--- config.mk ---
export PLATFORM = sky130hd
export DESIGN_NAME = ubx_frame_builder_with_stuffing_top
export DESIGN_NICKNAME = d
export VERILOG_FILES = /design/src/hdl/ubxfb_pkg.sv /design/src/hdl/ubxfb_front.sv /design/src/hdl/ubxfb_queue.sv /design/src/hdl/ubxfb_back.sv /design/src/hdl/ubx_frame_builder_with_stuffing_top.sv
export VERILOG_INCLUDE_DIRS = /design/src /design/src/hdl
export SDC_FILE = /design/constraint.sdc
export NUM_CORES = 1
export LEC_CHECK = 0
export ABC_AREA = 1
export BUFFER_PORTS_ARGS = -buffer_cell sky130_fd_sc_hd__buf_2
export CORE_MARGIN = 5
export CORE_UTILIZATION = 45
export DETAILED_ROUTE_END_ITERATION = 10
export GPL_TIMING_DRIVEN = 0
export PLACE_DENSITY = 0.72
export SETUP_SLACK_MARGIN = 0.05
export SYNTH_ARGS = -nofsm -noshare
export SYNTH_HDL_FRONTEND = slang
export SYNTH_SLANG_ARGS = --single-unit
--- constraint.sdc ---
create_clock -name i_clk -period 19.5 [get_ports i_clk]
set_clock_uncertainty 0.05 [all_clocks]
set_input_delay 3.9 -clock i_clk [delete_from_list [all_inputs] [get_ports i_clk]]
set_output_delay 3.9 -clock i_clk [all_outputs]
set_load 0.005 [all_outputs]
--- src/hdl/assert_macros.svh ---
// Assertion macros used by the byte sequencer of the frame builder.
`ifndef ASSERT_MACROS_SVH
`define ASSERT_MACROS_SVH
`ifndef ASSERT_OFF
`define ASSERT_IMP(lbl, clk, rstn, ante, cons) \
    lbl: assert property (@(posedge clk) disable iff (!rstn) (ante) |-> (cons)) \
        else $error("same-cycle implication check failed");
`define ASSERT_NXT(lbl, clk, rstn, ante, cons) \
    lbl: assert property (@(posedge clk) disable iff (!rstn) (ante) |=> (cons)) \
        else $error("next-cycle implication check failed");
`else
`define ASSERT_IMP(lbl, clk, rstn, ante, cons)
`define ASSERT_NXT(lbl, clk, rstn, ante, cons)
`endif
`endif

--- src/hdl/ubxfb_pkg.sv ---
// Types and constants shared by the frame builder modules.
package ubxfb_pkg;

    localparam int QUEUE_DEPTH = 4;
    localparam int QUEUE_AW    = $clog2(QUEUE_DEPTH);
    localparam int QUEUE_CW    = $clog2(QUEUE_DEPTH + 1);

    localparam logic [2:0] REG_STUFF_ENABLE  = 3'd0;
    localparam logic [2:0] REG_ESCAPE_BYTE   = 3'd1;
    localparam logic [2:0] REG_WRITE_COMMAND = 3'd2;
    localparam logic [2:0] REG_SYNC_FIRST    = 3'd3;
    localparam logic [2:0] REG_SYNC_SECOND   = 3'd4;

    localparam logic       RST_STUFF_ENABLE  = 1'b1;
    localparam logic [7:0] RST_ESCAPE_BYTE   = 8'h10;
    localparam logic [7:0] RST_WRITE_COMMAND = 8'h00;
    localparam logic [7:0] RST_SYNC_FIRST    = 8'hB5;
    localparam logic [7:0] RST_SYNC_SECOND   = 8'h62;

    localparam logic FUNC_START = 1'b0;

    typedef enum logic [1:0] {
        KIND_START,
        KIND_DATA,
        KIND_ERROR
    } t_kind;

    typedef struct packed {
        t_kind       kind;
        logic [7:0]  b0;
        logic [7:0]  b1;
        logic [15:0] len;
        logic        close;
        logic [7:0]  ck_a;
        logic [7:0]  ck_b;
    } t_cmd;

    typedef struct packed {
        logic       stuff_enable;
        logic [7:0] escape_byte;
        logic [7:0] write_command;
        logic [7:0] sync_first;
        logic [7:0] sync_second;
    } t_cfg;

endpackage

--- src/hdl/ubxfb_front.sv ---
// Front end: accepts items, tracks the open frame and the running checksum.
module ubxfb_front (
    input  logic              i_clk,
    input  logic              i_rst_n,
    input  logic              i_valid,
    output logic              o_ready,
    input  logic              i_func,
    input  logic [7:0]        i_msg_class,
    input  logic [7:0]        i_msg_id,
    input  logic [15:0]       i_payload_length,
    input  logic [7:0]        i_data_byte,
    input  logic              i_full,
    output logic              o_push,
    output ubxfb_pkg::t_cmd   o_cmd
);

    logic [15:0] r_bytes_left, n_bytes_left;
    logic [7:0]  r_sum_a, n_sum_a;
    logic [7:0]  r_sum_b, n_sum_b;
    logic        r_frame_open, n_frame_open;

    logic [7:0] w_sa1, w_sa2, w_sa3, w_sa4;
    logic [7:0] w_sb2, w_sb3, w_sb4;
    logic [7:0] w_da, w_db;

    assign o_ready = !i_full;
    assign o_push  = i_valid && !i_full;

    always_comb begin
        w_sa1 = i_msg_class;
        w_sa2 = w_sa1 + i_msg_id;
        w_sb2 = w_sa1 + w_sa2;
        w_sa3 = w_sa2 + i_payload_length[7:0];
        w_sb3 = w_sb2 + w_sa3;
        w_sa4 = w_sa3 + i_payload_length[15:8];
        w_sb4 = w_sb3 + w_sa4;
        w_da  = r_sum_a + i_data_byte;
        w_db  = r_sum_b + w_da;
    end

    always_comb begin
        n_bytes_left = r_bytes_left;
        n_sum_a      = r_sum_a;
        n_sum_b      = r_sum_b;
        n_frame_open = r_frame_open;
        o_cmd.b0     = i_msg_class;
        o_cmd.b1     = i_msg_id;
        o_cmd.len    = i_payload_length;
        o_cmd.kind   = ubxfb_pkg::KIND_ERROR;
        o_cmd.close  = 1'b0;
        o_cmd.ck_a   = w_sa4;
        o_cmd.ck_b   = w_sb4;
        if (i_func == ubxfb_pkg::FUNC_START) begin
            o_cmd.kind   = ubxfb_pkg::KIND_START;
            o_cmd.close  = (i_payload_length == 16'd0);
            n_bytes_left = i_payload_length;
            n_sum_a      = w_sa4;
            n_sum_b      = w_sb4;
            n_frame_open = (i_payload_length != 16'd0);
        end else if (r_frame_open) begin
            o_cmd.kind   = ubxfb_pkg::KIND_DATA;
            o_cmd.b0     = i_data_byte;
            o_cmd.close  = (r_bytes_left == 16'd1);
            o_cmd.ck_a   = w_da;
            o_cmd.ck_b   = w_db;
            n_bytes_left = r_bytes_left - 16'd1;
            n_sum_a      = w_da;
            n_sum_b      = w_db;
            n_frame_open = (r_bytes_left != 16'd1);
        end
    end

    always_ff @(posedge i_clk) begin
        if (!i_rst_n) begin
            r_bytes_left <= '0;
            r_sum_a      <= '0;
            r_sum_b      <= '0;
            r_frame_open <= 1'b0;
        end else if (o_push) begin
            r_bytes_left <= n_bytes_left;
            r_sum_a      <= n_sum_a;
            r_sum_b      <= n_sum_b;
            r_frame_open <= n_frame_open;
        end
    end

endmodule

--- src/hdl/ubxfb_queue.sv ---
// Short command queue between the front end and the byte sequencer.
module ubxfb_queue (
    input  logic              i_clk,
    input  logic              i_rst_n,
    input  logic              i_push,
    input  ubxfb_pkg::t_cmd   i_cmd,
    output logic              o_full,
    input  logic              i_pop,
    output logic              o_valid,
    output ubxfb_pkg::t_cmd   o_head
);

    ubxfb_pkg::t_cmd r_mem [ubxfb_pkg::QUEUE_DEPTH];

    logic [ubxfb_pkg::QUEUE_AW-1:0] r_wr_ptr;
    logic [ubxfb_pkg::QUEUE_AW-1:0] r_rd_ptr;
    logic [ubxfb_pkg::QUEUE_CW-1:0] r_count;
    logic                           w_do_pop;

    assign o_full   = (r_count == ubxfb_pkg::QUEUE_CW'(ubxfb_pkg::QUEUE_DEPTH));
    assign o_valid  = (r_count != '0);
    assign o_head   = r_mem[r_rd_ptr];
    assign w_do_pop = i_pop && o_valid;

    always_ff @(posedge i_clk) begin
        if (i_push) begin
            r_mem[r_wr_ptr] <= i_cmd;
        end
    end

    always_ff @(posedge i_clk) begin
        if (!i_rst_n) begin
            r_wr_ptr <= '0;
            r_rd_ptr <= '0;
            r_count  <= '0;
        end else begin
            if (i_push) begin
                r_wr_ptr <= r_wr_ptr + 1'b1;
            end
            if (w_do_pop) begin
                r_rd_ptr <= r_rd_ptr + 1'b1;
            end
            if (i_push && !w_do_pop) begin
                r_count <= r_count + 1'b1;
            end else if (!i_push && w_do_pop) begin
                r_count <= r_count - 1'b1;
            end
        end
    end

endmodule

--- src/hdl/ubxfb_back.sv ---
// Byte sequencer: walks each queued command and emits the encoded bytes.
`include "assert_macros.svh"

module ubxfb_back (
    input  logic              i_clk,
    input  logic              i_rst_n,
    input  ubxfb_pkg::t_cfg   i_cfg,
    input  logic              i_head_valid,
    input  ubxfb_pkg::t_cmd   i_head,
    output logic              o_pop,
    output logic              o_tvalid,
    input  logic              i_tready,
    output logic [7:0]        o_tdata,
    output logic              o_tlast,
    output logic [1:0]        o_tuser
);

    typedef enum logic [3:0] {
        SL_ESC, SL_CMD, SL_SYNC1, SL_SYNC2, SL_CLS, SL_ID,
        SL_LEN_LO, SL_LEN_HI, SL_DATA, SL_CKA, SL_CKB, SL_ERR
    } t_slot;

    t_slot      r_slot, n_slot;
    t_slot      w_slot;
    logic       r_mid;
    logic       r_dup;
    logic [7:0] w_byte;
    logic       w_framed;
    logic       w_end;
    logic       w_dup_needed;
    logic       w_load;

    always_comb begin
        if (r_mid) begin
            w_slot = r_slot;
        end else begin
            unique case (i_head.kind)
                ubxfb_pkg::KIND_START: w_slot = i_cfg.stuff_enable ? SL_ESC : SL_SYNC1;
                ubxfb_pkg::KIND_DATA:  w_slot = SL_DATA;
                default:               w_slot = SL_ERR;
            endcase
        end
    end

    always_comb begin
        w_framed = 1'b1;
        w_end    = 1'b0;
        n_slot   = w_slot;
        unique case (w_slot)
            SL_ESC: begin
                w_byte   = i_cfg.escape_byte;
                w_framed = 1'b0;
                n_slot   = SL_CMD;
            end
            SL_CMD: begin
                w_byte   = i_cfg.write_command;
                w_framed = 1'b0;
                n_slot   = SL_SYNC1;
            end
            SL_SYNC1: begin
                w_byte = i_cfg.sync_first;
                n_slot = SL_SYNC2;
            end
            SL_SYNC2: begin
                w_byte = i_cfg.sync_second;
                n_slot = SL_CLS;
            end
            SL_CLS: begin
                w_byte = i_head.b0;
                n_slot = SL_ID;
            end
            SL_ID: begin
                w_byte = i_head.b1;
                n_slot = SL_LEN_LO;
            end
            SL_LEN_LO: begin
                w_byte = i_head.len[7:0];
                n_slot = SL_LEN_HI;
            end
            SL_LEN_HI: begin
                w_byte = i_head.len[15:8];
                n_slot = SL_CKA;
                w_end  = !i_head.close;
            end
            SL_DATA: begin
                w_byte = i_head.b0;
                n_slot = SL_CKA;
                w_end  = !i_head.close;
            end
            SL_CKA: begin
                w_byte = i_head.ck_a;
                n_slot = SL_CKB;
            end
            SL_CKB: begin
                w_byte = i_head.ck_b;
                w_end  = 1'b1;
            end
            default: begin
                w_byte   = 8'h00;
                w_framed = 1'b0;
                w_end    = 1'b1;
            end
        endcase
    end

    assign w_dup_needed = i_cfg.stuff_enable && w_framed && !r_dup
                          && (w_byte == i_cfg.escape_byte);
    assign w_load       = i_head_valid && (!o_tvalid || i_tready);
    assign o_pop        = w_load && w_end && !w_dup_needed;

    always_ff @(posedge i_clk) begin
        if (!i_rst_n) begin
            r_slot   <= SL_ESC;
            r_mid    <= 1'b0;
            r_dup    <= 1'b0;
            o_tvalid <= 1'b0;
        end else begin
            if (w_load) begin
                o_tvalid   <= 1'b1;
                o_tdata    <= w_byte;
                o_tlast    <= w_end && !w_dup_needed;
                o_tuser[0] <= (w_slot == SL_CKB) && !w_dup_needed;
                o_tuser[1] <= (w_slot == SL_ERR);
                if (w_dup_needed) begin
                    r_dup  <= 1'b1;
                    r_mid  <= 1'b1;
                    r_slot <= w_slot;
                end else begin
                    r_dup  <= 1'b0;
                    r_mid  <= !w_end;
                    r_slot <= n_slot;
                end
            end else if (i_tready) begin
                o_tvalid <= 1'b0;
            end
        end
    end

    `ASSERT_IMP(a_done_ends_item, i_clk, i_rst_n, o_tvalid && o_tuser[0], o_tlast)
    `ASSERT_IMP(a_error_alone, i_clk, i_rst_n, o_tvalid && o_tuser[1], o_tlast && !o_tuser[0])
    `ASSERT_IMP(a_error_zero, i_clk, i_rst_n, o_tvalid && o_tuser[1], o_tdata == 8'h00)
    `ASSERT_NXT(a_dup_repeats, i_clk, i_rst_n, w_load && w_dup_needed, r_dup && r_mid)
    `ASSERT_NXT(a_dup_byte, i_clk, i_rst_n, w_load && w_dup_needed, o_tdata == $past(w_byte))

endmodule

--- src/hdl/ubx_frame_builder_with_stuffing_top.sv ---
// Top level of the frame builder: configuration registers, front end, queue, sequencer.
// Each accepted item is written into the queue before the sequencer registers its bytes.
// The sequencer emits one byte per cycle unless stalled; an item yields 1 to 18 bytes:
// 1 for a non-closing payload byte, 2 when it is doubled, up to 18 for a stuffed start.
// The front end takes one item per cycle while the four-entry queue has room.
// Reset restores the register defaults, closes any frame and empties the queue.
module ubx_frame_builder_with_stuffing_top (
    input  logic        i_clk,
    input  logic        i_rst_n,
    input  logic        i_cfg_valid,
    output logic        o_cfg_ready,
    input  logic [2:0]  i_cfg_index,
    input  logic [7:0]  i_cfg_data,
    input  logic        s_axis_tvalid,
    output logic        s_axis_tready,
    // msg_class, msg_id, payload_length, data_byte
    input  logic [39:0] s_axis_tdata,
    // func
    input  logic        s_axis_tuser,
    output logic        m_axis_tvalid,
    input  logic        m_axis_tready,
    // out_byte
    output logic [7:0]  m_axis_tdata,
    output logic        m_axis_tlast,
    // frame_done, item_error
    output logic [1:0]  m_axis_tuser
);

    ubxfb_pkg::t_cfg r_cfg;
    ubxfb_pkg::t_cmd w_push_cmd;
    ubxfb_pkg::t_cmd w_head;
    logic            w_push;
    logic            w_full;
    logic            w_pop;
    logic            w_head_valid;

    assign o_cfg_ready = 1'b1;

    always_ff @(posedge i_clk) begin
        if (!i_rst_n) begin
            r_cfg.stuff_enable  <= ubxfb_pkg::RST_STUFF_ENABLE;
            r_cfg.escape_byte   <= ubxfb_pkg::RST_ESCAPE_BYTE;
            r_cfg.write_command <= ubxfb_pkg::RST_WRITE_COMMAND;
            r_cfg.sync_first    <= ubxfb_pkg::RST_SYNC_FIRST;
            r_cfg.sync_second   <= ubxfb_pkg::RST_SYNC_SECOND;
        end else if (i_cfg_valid) begin
            unique case (i_cfg_index)
                ubxfb_pkg::REG_STUFF_ENABLE:  r_cfg.stuff_enable  <= i_cfg_data[0];
                ubxfb_pkg::REG_ESCAPE_BYTE:   r_cfg.escape_byte   <= i_cfg_data;
                ubxfb_pkg::REG_WRITE_COMMAND: r_cfg.write_command <= i_cfg_data;
                ubxfb_pkg::REG_SYNC_FIRST:    r_cfg.sync_first    <= i_cfg_data;
                ubxfb_pkg::REG_SYNC_SECOND:   r_cfg.sync_second   <= i_cfg_data;
                default: ;
            endcase
        end
    end

    ubxfb_front u_front (
        .i_clk            (i_clk),
        .i_rst_n          (i_rst_n),
        .i_valid          (s_axis_tvalid),
        .o_ready          (s_axis_tready),
        .i_func           (s_axis_tuser),
        .i_msg_class      (s_axis_tdata[7:0]),
        .i_msg_id         (s_axis_tdata[15:8]),
        .i_payload_length (s_axis_tdata[31:16]),
        .i_data_byte      (s_axis_tdata[39:32]),
        .i_full           (w_full),
        .o_push           (w_push),
        .o_cmd            (w_push_cmd)
    );

    ubxfb_queue u_queue (
        .i_clk   (i_clk),
        .i_rst_n (i_rst_n),
        .i_push  (w_push),
        .i_cmd   (w_push_cmd),
        .o_full  (w_full),
        .i_pop   (w_pop),
        .o_valid (w_head_valid),
        .o_head  (w_head)
    );

    ubxfb_back u_back (
        .i_clk        (i_clk),
        .i_rst_n      (i_rst_n),
        .i_cfg        (r_cfg),
        .i_head_valid (w_head_valid),
        .i_head       (w_head),
        .o_pop        (w_pop),
        .o_tvalid     (m_axis_tvalid),
        .i_tready     (m_axis_tready),
        .o_tdata      (m_axis_tdata),
        .o_tlast      (m_axis_tlast),
        .o_tuser      (m_axis_tuser)
    );

endmodule
==> results of run 1 <==
per-stage QoR:
stage	total power, mW	util, %
2_1_floorplan	1.89	-
3_3_place_gp	2.24	48.0
3_5_place_dp	2.29	48.6
4_1_cts	2.88	51.7
5_1_grt	3.09	51.7
6_report	2.89	51.7
cell families (layout without fill, tap and decap cells):
logic type	Yosys count	count (layout)	synth area share (%)
muxes	2	2	0.133
AOI/OAI and AO/OA	357	357	13.0
adders and majority gates	69	69	6.67
xor gates and xnor gates	48	48	2.79
other	1	1	0.0249
DFF	297	297	53.7
buffers and inverters	224	354	5.87
and+or+nand+nor	605	605	17.8
sequential cells by signal, indices dropped and copies added (netlist names), 2 cells and up, named ones only:
| name | count |
|---|---|
| u_back.r_slot | 4 |
| u_back.o_tdata | 8 |
| u_queue.r_count | 3 |
| u_front.r_sum_b | 8 |
| u_back.o_tuser | 2 |
| u_queue.r_rd_ptr | 2 |
| u_queue.r_wr_ptr | 2 |
| u_front.r_bytes_left | 16 |
| u_queue.r_mem | 204 |
| u_front.r_sum_a | 8 |
| r_cfg | 33 |
metal layers:
layer	global-route usage (%)	share of wire, %
met5	0	0
met4	8.22	3.9
met3	4.09	10
met2	37.1	45
met1	32.5	41
final cells by class:
type	count	area (µm²)
fill	2970	16100
sequential	297	8100
multi-input combinational	1082	6130
clock buffer	46	903
inverter	156	587
tap	448	561
timing repair buffer	75	518
buffer	68	298
clock inverter	9	128
where the power goes:
part / total, mW / internal, mW / switching [mW]
Sequential: 0.934 / 0.899 / 0.0347
Clock: 0.595 / 0.358 / 0.237
Combinational: 1.36 / 0.433 / 0.930
Total: 2.89 / 1.69 / 1.20
how the worst max path moves through the flow:
stage	cells after the start	from	to	slack (ps)
after floorplan	25	s_axis_tdata[0]	u_queue.r_mem[0][7]$_DFFE_PP_	10490
after global placement	25	s_axis_tdata[10]	u_queue.r_mem[0][7]$_DFFE_PP_	9500
after detailed placement	25	s_axis_tdata[10]	u_queue.r_mem[2][7]$_DFFE_PP_	9420
after CTS	25	s_axis_tdata[10]	u_queue.r_mem[0][7]$_DFFE_PP_	10010
after global routing	25	s_axis_tdata[10]	u_queue.r_mem[2][7]$_DFFE_PP_	9540
final	25	s_axis_tdata[10]	u_queue.r_mem[0][7]$_DFFE_PP_	10020
cell usage in the layout (no fill, tap or decap), types with 3 or more instances in the layout:
master and count:
a21o_1 3, a21oi_1 74, a21oi_2 4, a31oi_1 11, buf_16 5, buf_2 71, buf_6 4, bufinv_16 3
clkbuf_1 65, clkbuf_16 32, clkbuf_8 5, clkinv_1 3, clkinv_2 4, dfxtp_1 82, edfxtp_1 215, fa_1 19
ha_1 50, inv_1 142, inv_2 11, nand2_1 242, nand2_2 9, nand2_4 6, nand3_1 52, nand3_2 9
nand3_4 3, nand4_1 27, nor2_1 218, nor2_2 9, nor2_4 9, nor3_1 11, nor4_1 3, o211ai_1 13
o21ai_0 193, o221ai_1 3, o22ai_1 45, or2_2 4, xnor2_1 13, xor2_1 35
worst register-to-register path: stages (launching register included):
cell,delay (ps)
dfxtp_1,500
clkbuf_1,500
clkbuf_1,420
o21ai_0,180
o22ai_1,360
nand2_1,160
nand2_1,120
nor2_1,60
nand3_2,80
nand2_1,50
nand2_1,60
nand3_1,130
nor2_4,220
nand3_4,120
nand2_2,100
ha_1,140
inv_1,60
fa_1,380
a21oi_1,140
o21ai_0,120
o21ai_0,150
a21oi_1,60
==> run metrics, run 1 <==
share of cells above drive strength 1=a little under an eighth; Ys Warns=0; status=finished clean; Worst Hold Path Cells=2; most area-consuming cells after synthesis=edfxtp_1, dfxtp_1, o21ai_0; Crit path buffers/inverters=4; GPL Wtd Cong=0.945; Clock transition at path regs=60 ps; row cnt=between 60 and 70; setup TNS=0 ps; antenna violations before repair=0; worst r2r dst=u_queue.r_count[2]$_SDFFE_PN0P_; Total GRT Usage=23.3%; TritonCTS clock tree=done; number of max-cap violations=0; clock root buffer=clkbuf_16; Post-synth top cells=nand2_1, nor2_1, edfxtp_1; part of the cycle the worst path needs=48.6%; largest area contributor in the netlist=edfxtp_1; post-layout min period=9480 ps; clock tree buffer depth=3; leakage power=6.98 nW; Crit path largest cell delay=550 ps; critical path launch point type=input port; Critical Path AT=9700 ps; worst setup margin=10,020 ps; GRT Residual Overflow=0; pre-CTS setup slack=9420 ps; Seq/Total Area, Yosys=53.7%; number of synthesized flops with an enable pin=215; Detail Placement HPWL=32,400 µm; Slew Limit Fails=0; Die ar.=~0.037 mm²; Final Instance Count excl. Fillers=approximately 2.2k; Post-Syn Nets=1,729; Sink Count=297; Avg Cell Area, Syn=9.41 µm²; DP Area=0.0162 mm²; DR WL/cell=roughly 20 µm; # resized after CTS=0; vias per inst=5.55; number of port buffers=68; Fmax=0.105 GHz; peak supply drop=0.131 mV; cells on worst reg2reg path=21; CTS Hold Bufs=0; ANT nets after route=0; Slew headroom=32.3%; maximum number of pins on one net before global-route repair=30; Unique masters post-synth=~50; Initial Util=about 45%; Post-Syn Instances=1,603; most frequent cell after synthesis=nand2_1; hold path endpoint=u_front.r_bytes_left[5]$_SDFFE_PN0P_; Pre-Repair DR Iteration Count=7; PwrDens=around 170 mW/mm²; #FFs+latches synth=297; WL final=43,800 µm; number of setup buffers added after CTS=0; Clk Latency, worst-skew pair=570 ps; vias in the first global route=11.6k; first-pass GRT wire length=66,400 µm; Worst Tran Pin Value=1010 ps; final setup vio count=0; Die Span Y=193 µm; register-to-register setup slack=15,210 ps; share of the synthesized area in the top cell type=42.8%; critical path type=input port to flip-flop; die width=around 190 µm; element type at the critical path end=flip-flop; via count=between 10k and 15k; critical path data required time=19,720 ps; H-tree Lvls=1; IO Count=71; nets=1,836; Async SR Flop Fraction=0%; diodes inserted=0; CTS Buf Count=30; most used cell, CP=ha_1; final hold vios=0; worst hold slack=416 ps; cell family with most CP delay=adder cells; final instance area=0.0172 mm²; Residual DRC=0; critical-path cell with the highest stage delay=fa_1; Primary FF master, synth=edfxtp_1; Core ar.=~0.033 mm²; Mapped Area=0.0151 mm²; RSZ-0062 raised after global routing=false; dpl cells=2,126; Iter 0 DRT Violations=approximately 1.4k; HP Class=flip-flop to flip-flop; crit path max fanout=5; P&R area growth vs syn=14.2%; worst hold path startpoint=u_front.r_bytes_left[5]$_SDFFE_PN0P_
Power figures use the tool's default switching activity.
==> inputs of run 2 (changes only) <==
--- a/config.mk
+++ b/config.mk
@@ -6,13 +6,13 @@
 export SDC_FILE = /design/constraint.sdc
 export NUM_CORES = 1
 export LEC_CHECK = 0
-export ABC_AREA = 1
+export ABC_AREA = 0
 export BUFFER_PORTS_ARGS = -buffer_cell sky130_fd_sc_hd__buf_2
 export CORE_MARGIN = 5
 export CORE_UTILIZATION = 45
 export DETAILED_ROUTE_END_ITERATION = 10
 export GPL_TIMING_DRIVEN = 0
-export PLACE_DENSITY = 0.72
+export PLACE_DENSITY = 0.75
 export SETUP_SLACK_MARGIN = 0.05
 export SYNTH_ARGS = -nofsm -noshare
 export SYNTH_HDL_FRONTEND = slang
==> constraint.sdc (replaced) <==
create_clock -name i_clk -period 8.4 [get_ports i_clk]
set_clock_uncertainty 0.05 [all_clocks]
set_input_delay 1.68 -clock i_clk [delete_from_list [all_inputs] [get_ports i_clk]]
set_output_delay 1.68 -clock i_clk [all_outputs]
set_load 0.005 [all_outputs]
==> run 2 against run 1 <==
Compared with the run above: routed wire length fell by 7.9%; die area decreased by 2.1%; non-clock buffer count is 12 lower; flip-flop and latch count stayed put; highest routed layer unchanged; critical path type unchanged.
==> run metrics, run 2 <==
final hold vios=0; Critical Path AT=7140 ps; PwrDens=372 mW/mm²; diodes inserted=0; Residual DRC=0; Async SR Flop Fraction=0%; CTS Hold Bufs=0; P&R area growth vs syn=13.1%; H-tree Lvls=1; status=finished clean; via count=approximately 10k; fill cell count=2,772; Simple-Gate Fraction of Synth Area=10.4%; largest registers=u_queue.r_mem (204), r_cfg (33), u_front.r_bytes_left (16); Worst Tran Pin Value=1100 ps; Clk Latency, worst-skew pair=560 ps; Fmax=approximately 0.14 GHz; HP Class=flip-flop to flip-flop; # resized after CTS=0; Post-Syn Instances=1,217; cells on worst reg2reg path=17; number of synthesized flops with an enable pin=215; post-synthesis compound-gate area fraction=between 10% and 20%; Slew Limit Fails=0; share of the synthesized area in the top cell type=43.8%; Clock transition at path regs=~60 ps; Final Instance Count excl. Fillers=1,783; Post-synth top cells=edfxtp_1, nand2_1, a21oi_1; dpl cells=1,730; final setup vio count=0; Slew headroom=between 20% and 30%; Primary FF master, synth=edfxtp_1; RSZ-0062 raised after global routing=false; Post-Synth XOR/XNOR Area=3.18%; commonest non-fill, non-tap cells in the layout=edfxtp_1, nand2_1, a21oi_1; critical path type=input port to flip-flop; area of the multi-input gates=0.00615 mm²; Avg Cell Area, Syn=12.1 µm²; leakage power=around 6.1 nW; max FFs per register=204; final instance area=0.0167 mm²; WL final=40,400 µm; #FFs+latches synth=around 300; most frequent cell after synthesis=edfxtp_1; maximum number of pins on one net before global-route repair=35; number of max-cap violations=0; ANT nets after route=0; Seq/Total Area, Yosys=54.9%; critical path launch point type=input port; Ys Warns=0; CTS Buf Count=29; first-pass GRT wire length=61,200 µm; DR WL/cell=22.6 µm; Largest Register=u_queue.r_mem; most area-consuming cells after synthesis=edfxtp_1, dfxtp_1, mux4_2; nets=1,445; element type at the critical path end=flip-flop; die width=191 µm; Detail Placement HPWL=~30,000 µm; number of setup buffers added after CTS=0; Core ar.=0.0325 mm²; Total GRT Usage=21.8%; row cnt=between 60 and 70; IO Count=~70; TritonCTS clock tree=done; peak supply drop=0.498 mV; DP Area=0.0157 mm²; largest area contributor in the netlist=edfxtp_1; post-layout min period=6900 ps; Initial Util=45.5%; part of the cycle the worst path needs=82.1%; post-synthesis mux area share=9.22%; clock root buffer=clkbuf_16; crit path max fanout=4; antenna violations before repair=1; Iter 0 DRT Violations=1,130; clock tree buffer depth=3; Die ar.=0.0365 mm²; vias in the first global route=10.2k; number of port buffers=67; critical path data required time=~8600 ps; largest family of logic cells by synthesized area=compound AO/OA/AOI/OAI gates; share of cells above drive strength 1=15.8%; vias per inst=between 5 and 6; commonest non-fill, non-tap cell in the layout=edfxtp_1; setup TNS=0 ps; Synth Area in Adders=under 10%; Post-Syn Nets=1,343; Pre-Repair DR Iteration Count=5; GPL Wtd Cong=just over 0.9; Unique masters post-synth=77; Die Span Y=191 µm; Sink Count=297; Mapped Area=0.0148 mm²; FF+latch area=0.00810 mm²; GRT Residual Overflow=0; Worst Hold Path Cells=2
## run 2: cell count changes after synthesis, sizes merged, moves of 20 or more
cell,delta
clkbuf,-20
inv,-92
o22ai,-43
nand2,-109
nand4,-23
o21ai,-147
nor2,-158
xnor2,+21
mux4,+51
nand3,-35
## run 2: final timing paths
check / start / end / slack, ps
worst min register to register: r_cfg[2]$_SDFFE_PN0P_ / r_cfg[2]$_SDFFE_PN0P_ / 410
worst min-delay path: r_cfg[2]$_SDFFE_PN0P_ / r_cfg[2]$_SDFFE_PN0P_ / 410
worst max-delay path: s_axis_tdata[0] / u_queue.r_mem[1][7]$_DFFE_PP_ / 1500
worst max register to register: u_back.r_slot[1]$_SDFFE_PN0P_ / u_queue.r_count[2]$_SDFFE_PN0P_ / 3320
## run 2: routing by layer
metal  track usage (%)  vias to the layer above  part of all wire, %
li1                  -                     4719                    -
met1              30.9                     5149                   42
met2              35.2                      518                   46
met3              3.34                       89                  8.1
met4              6.27                        0                  3.4
met5                 0                        -                    0
## run 2: worst max-delay path: stages
cell	delay (ps)
buf_2	140
ha_1	240
fa_1	590
ha_1	260
a21o_1	180
a21oi_1	250
xnor2_1	180
ha_1	260
inv_1	100
o21bai_1	120
xnor2_1	370
fa_1	540
fa_1	560
inv_1	40
ha_1	320
inv_1	80
o21bai_1	110
a21o_1	190
a21oi_1	190
xnor2_1	130
xnor2_1	300
nand2_1	90
o21ai_0	220
## run 2: cell type report
| cell class | instances | share of cell area, % |
|---|---|---|
| Sequential cell | 297 | 48.5 |
| Multi-Input combinational cell | 798 | 36.8 |
| Clock buffer | 41 | 4.85 |
| Tap cell | 442 | 3.31 |
| Timing Repair Buffer | 71 | 2.49 |
| Buffer | 60 | 1.67 |
| Inverter | 62 | 1.39 |
| Clock inverter | 12 | 0.937 |
## run 2: power by group
part,total [mW],internal (mW),switching [mW]
combinational,2.72,1.00,1.72
clock,1.32,0.767,0.554
sequential,2.17,2.08,0.0865
## run 2: cells by family (layout without fill, tap and decap cells)
group,Yosys count,in the layout
AO/OA/AOI/OAI,266,266
XOR/XNOR,52,52
buffers and inverters,122,246
AND/OR/NAND/NOR,339,339
flip-flops,297,297
other,1,1
adder cells (fa/ha/maj),69,69
multiplexers,71,71
## run 2: through the flow
step | worst slack (ps) | utilization [%] | hold slack, ps | power (mW)
finish | 1500 | 51.4 | 412 | 6.21
global route | 1240 | 51.4 | 428 | 6.55
CTS | 1550 | 51.4 | 412 | 6.19
detailed placement | 989 | 48.5 | 400 | 4.86
global placement | 1130 | 48.2 | 392 | 4.77
floorplan | 1910 | - | 382 | 4.03
==> inputs of run 3 (changes only) <==
==> constraint.sdc (replaced) <==
create_clock -name i_clk -period 5.7 [get_ports i_clk]
set_clock_uncertainty 0.05 [all_clocks]
set_input_delay 1.14 -clock i_clk [delete_from_list [all_inputs] [get_ports i_clk]]
set_output_delay 1.14 -clock i_clk [all_outputs]
set_load 0.005 [all_outputs]
==> run 3 against run 2 <==
Compared with the run above: via count is 0.93% higher; clock power is 58% higher; critical path depth is 2 lower; setup slack worse by 1400 ps; first-iteration DRC count is 18% lower; sequential share of layout area is 1.4 points lower; critical path type unchanged; largest power group unchanged.
==> run metrics, run 3 (synthesis gave the netlist of run 2 again) <==
die width=~190 µm; P&R area growth vs syn=16.6%; critical path launch point type=input port; RSZ-0062 raised after global routing=false; clock root buffer=clkbuf_16; Die ar.=0.0365 mm²; via count=around 11k; Detail Placement HPWL=about 30,000 µm; status=finished clean; Worst setup endpoint=u_queue.r_mem[0][7]$_DFFE_PP_; Die Span Y=191 µm; Residual DRC=0; share of cells above drive strength 1=between 20% and 30%; Clock transition at path regs=around 60 ps; register-to-register setup slack=between 600 and 700 ps; crit path max fanout=5; Pre-Repair DR Iteration Count=6; post-layout min period=around 5600 ps; TritonCTS clock tree=done; DR WL/cell=around 23 µm; Tot Pwr=9.92 mW; antenna violations before repair=0; Crit. Startpoint=s_axis_tdata[8]; element type at the critical path end=flip-flop; fill cell count=2,683; Fmax=0.180 GHz; part of the cycle the worst path needs=97.5%; number of max-cap violations=0; H-tree Lvls=1; clock tree buffer depth=3; peak supply drop=0.957 mV; first-pass GRT wire length=just over 60,000 µm; maximum number of pins on one net before global-route repair=34; WL final=between 40,000 and 50,000 µm; row cnt=66; critical path data required time=5960 ps; Slew headroom=29.9%; Total GRT Usage=22.1%; max FFs per register=just over 200; commonest non-fill, non-tap cells in the layout=edfxtp_1, nand2_1, dfxtp_1; Slew Limit Fails=0; Initial Util=45.5%; GRT Residual Overflow=0; setup TNS=0 ps; final hold vios=0; Final Util=53.0%; PwrDens=577 mW/mm²; nets=around 1.5k; final setup vio count=0; diodes inserted=0; leakage power=6.24 nW; CTS Buf Count=31; ANT nets after route=0; largest registers=u_queue.r_mem (204), r_cfg (33), u_front.r_bytes_left (16); Worst Tran Pin Value=between 1000 and 1500 ps; HP Class=flip-flop to flip-flop; critical path type=input port to flip-flop; GPL Wtd Cong=0.948; Core ar.=0.0325 mm²; Largest Register=u_queue.r_mem; Clk Latency, worst-skew pair=580 ps; commonest non-fill, non-tap cell in the layout=edfxtp_1; cells on worst reg2reg path=19; Iter 0 DRT Violations=924; IO Count=71; Sink Count=just under 300; vias in the first global route=10.3k; worst r2r dst=u_queue.r_count[2]$_SDFFE_PN0P_; number of port buffers=67; vias per inst=~5.9; Critical Path AT=5810 ps
## run 3: per-layer routing
layer | global-route usage, % | up-vias | share of wire (%)
li1 | - | 4750 | -
met1 | 29.9 | 5237 | 40
met2 | 35.3 | 501 | 46
met3 | 4.55 | 84 | 9.7
met4 | 8.07 | 0 | 4.0
met5 | 0 | - | 0
## run 3: final cells by class
cell class	count	area (µm²)	share of cell area (%)
Multi-Input combinational cell	798	6450	37.5
Timing Repair Buffer	81	532	3.09
Sequential cell	297	8100	47.1
Clock buffer	45	898	5.22
Inverter	62	233	1.35
Buffer	60	279	1.62
Clock inverter	13	165	0.960
Tap cell	442	553	3.21
## run 3: worst min-delay path by stage
stage	startpoint	to	slack, ps	cells after the start
after floorplan	u_back.r_dup$_SDFFE_PN0P_	u_back.r_dup$_SDFFE_PN0P_	380	2
after CTS	r_cfg[18]$_SDFFE_PN0P_	r_cfg[18]$_SDFFE_PN0P_	410	2
after detailed placement	r_cfg[22]$_SDFFE_PN0P_	r_cfg[22]$_SDFFE_PN0P_	400	2
after global placement	r_cfg[18]$_SDFFE_PN0P_	r_cfg[18]$_SDFFE_PN0P_	390	2
after global routing	r_cfg[22]$_SDFFE_PN0P_	r_cfg[22]$_SDFFE_PN0P_	430	2
final	r_cfg[17]$_SDFFE_PN0P_	r_cfg[17]$_SDFFE_PN0P_	410	2
## run 3: report_power, final
group / switching (mW) / internal (mW)
Sequential: 0.126 / 3.07
Clock: 0.860 / 1.23
Combinational: 2.77 / 1.87
## run 3: timing repair
| item | in CTS | in global routing |
|---|---|---|
| pin swaps | 9 | 29 |
| setup buffers | 3 | 6 |
| gates resized for setup | 9 | 31 |
| hold buffers | 0 | 0 |
| setup endpoints to repair | 9 | 14 |
## run 3: through the flow
| step | hold slack [ps] | instances | setup WS [ps] | area, µm² |
|---|---|---|---|---|
| 2_1_floorplan | 382 | 1217 | 36.9 | 14900 |
| 3_3_place_gp | 390 | 1726 | -599 | 15800 |
| 3_5_place_dp | 402 | 1731 | -721 | 15900 |
| 4_1_cts | 414 | 1792 | 51.9 | 17000 |
| 5_1_grt | 430 | 1798 | 26.1 | 17200 |
| 6_report | 415 | 1798 | 143 | 17200 |
## run 3: critical path, stage by stage
cell,delay (ps)
buf_12,120
ha_4,170
fa_2,410
xor2_4,190
ha_4,310
xor2_1,230
ha_2,380
a21oi_2,250
xnor2_2,130
fa_1,510
inv_1,60
fa_1,580
ha_4,230
a21oi_2,140
o21bai_2,80
a21o_1,190
a21oi_2,190
xnor2_2,120
xnor2_2,160
nand2_1,120
o21ai_4,100
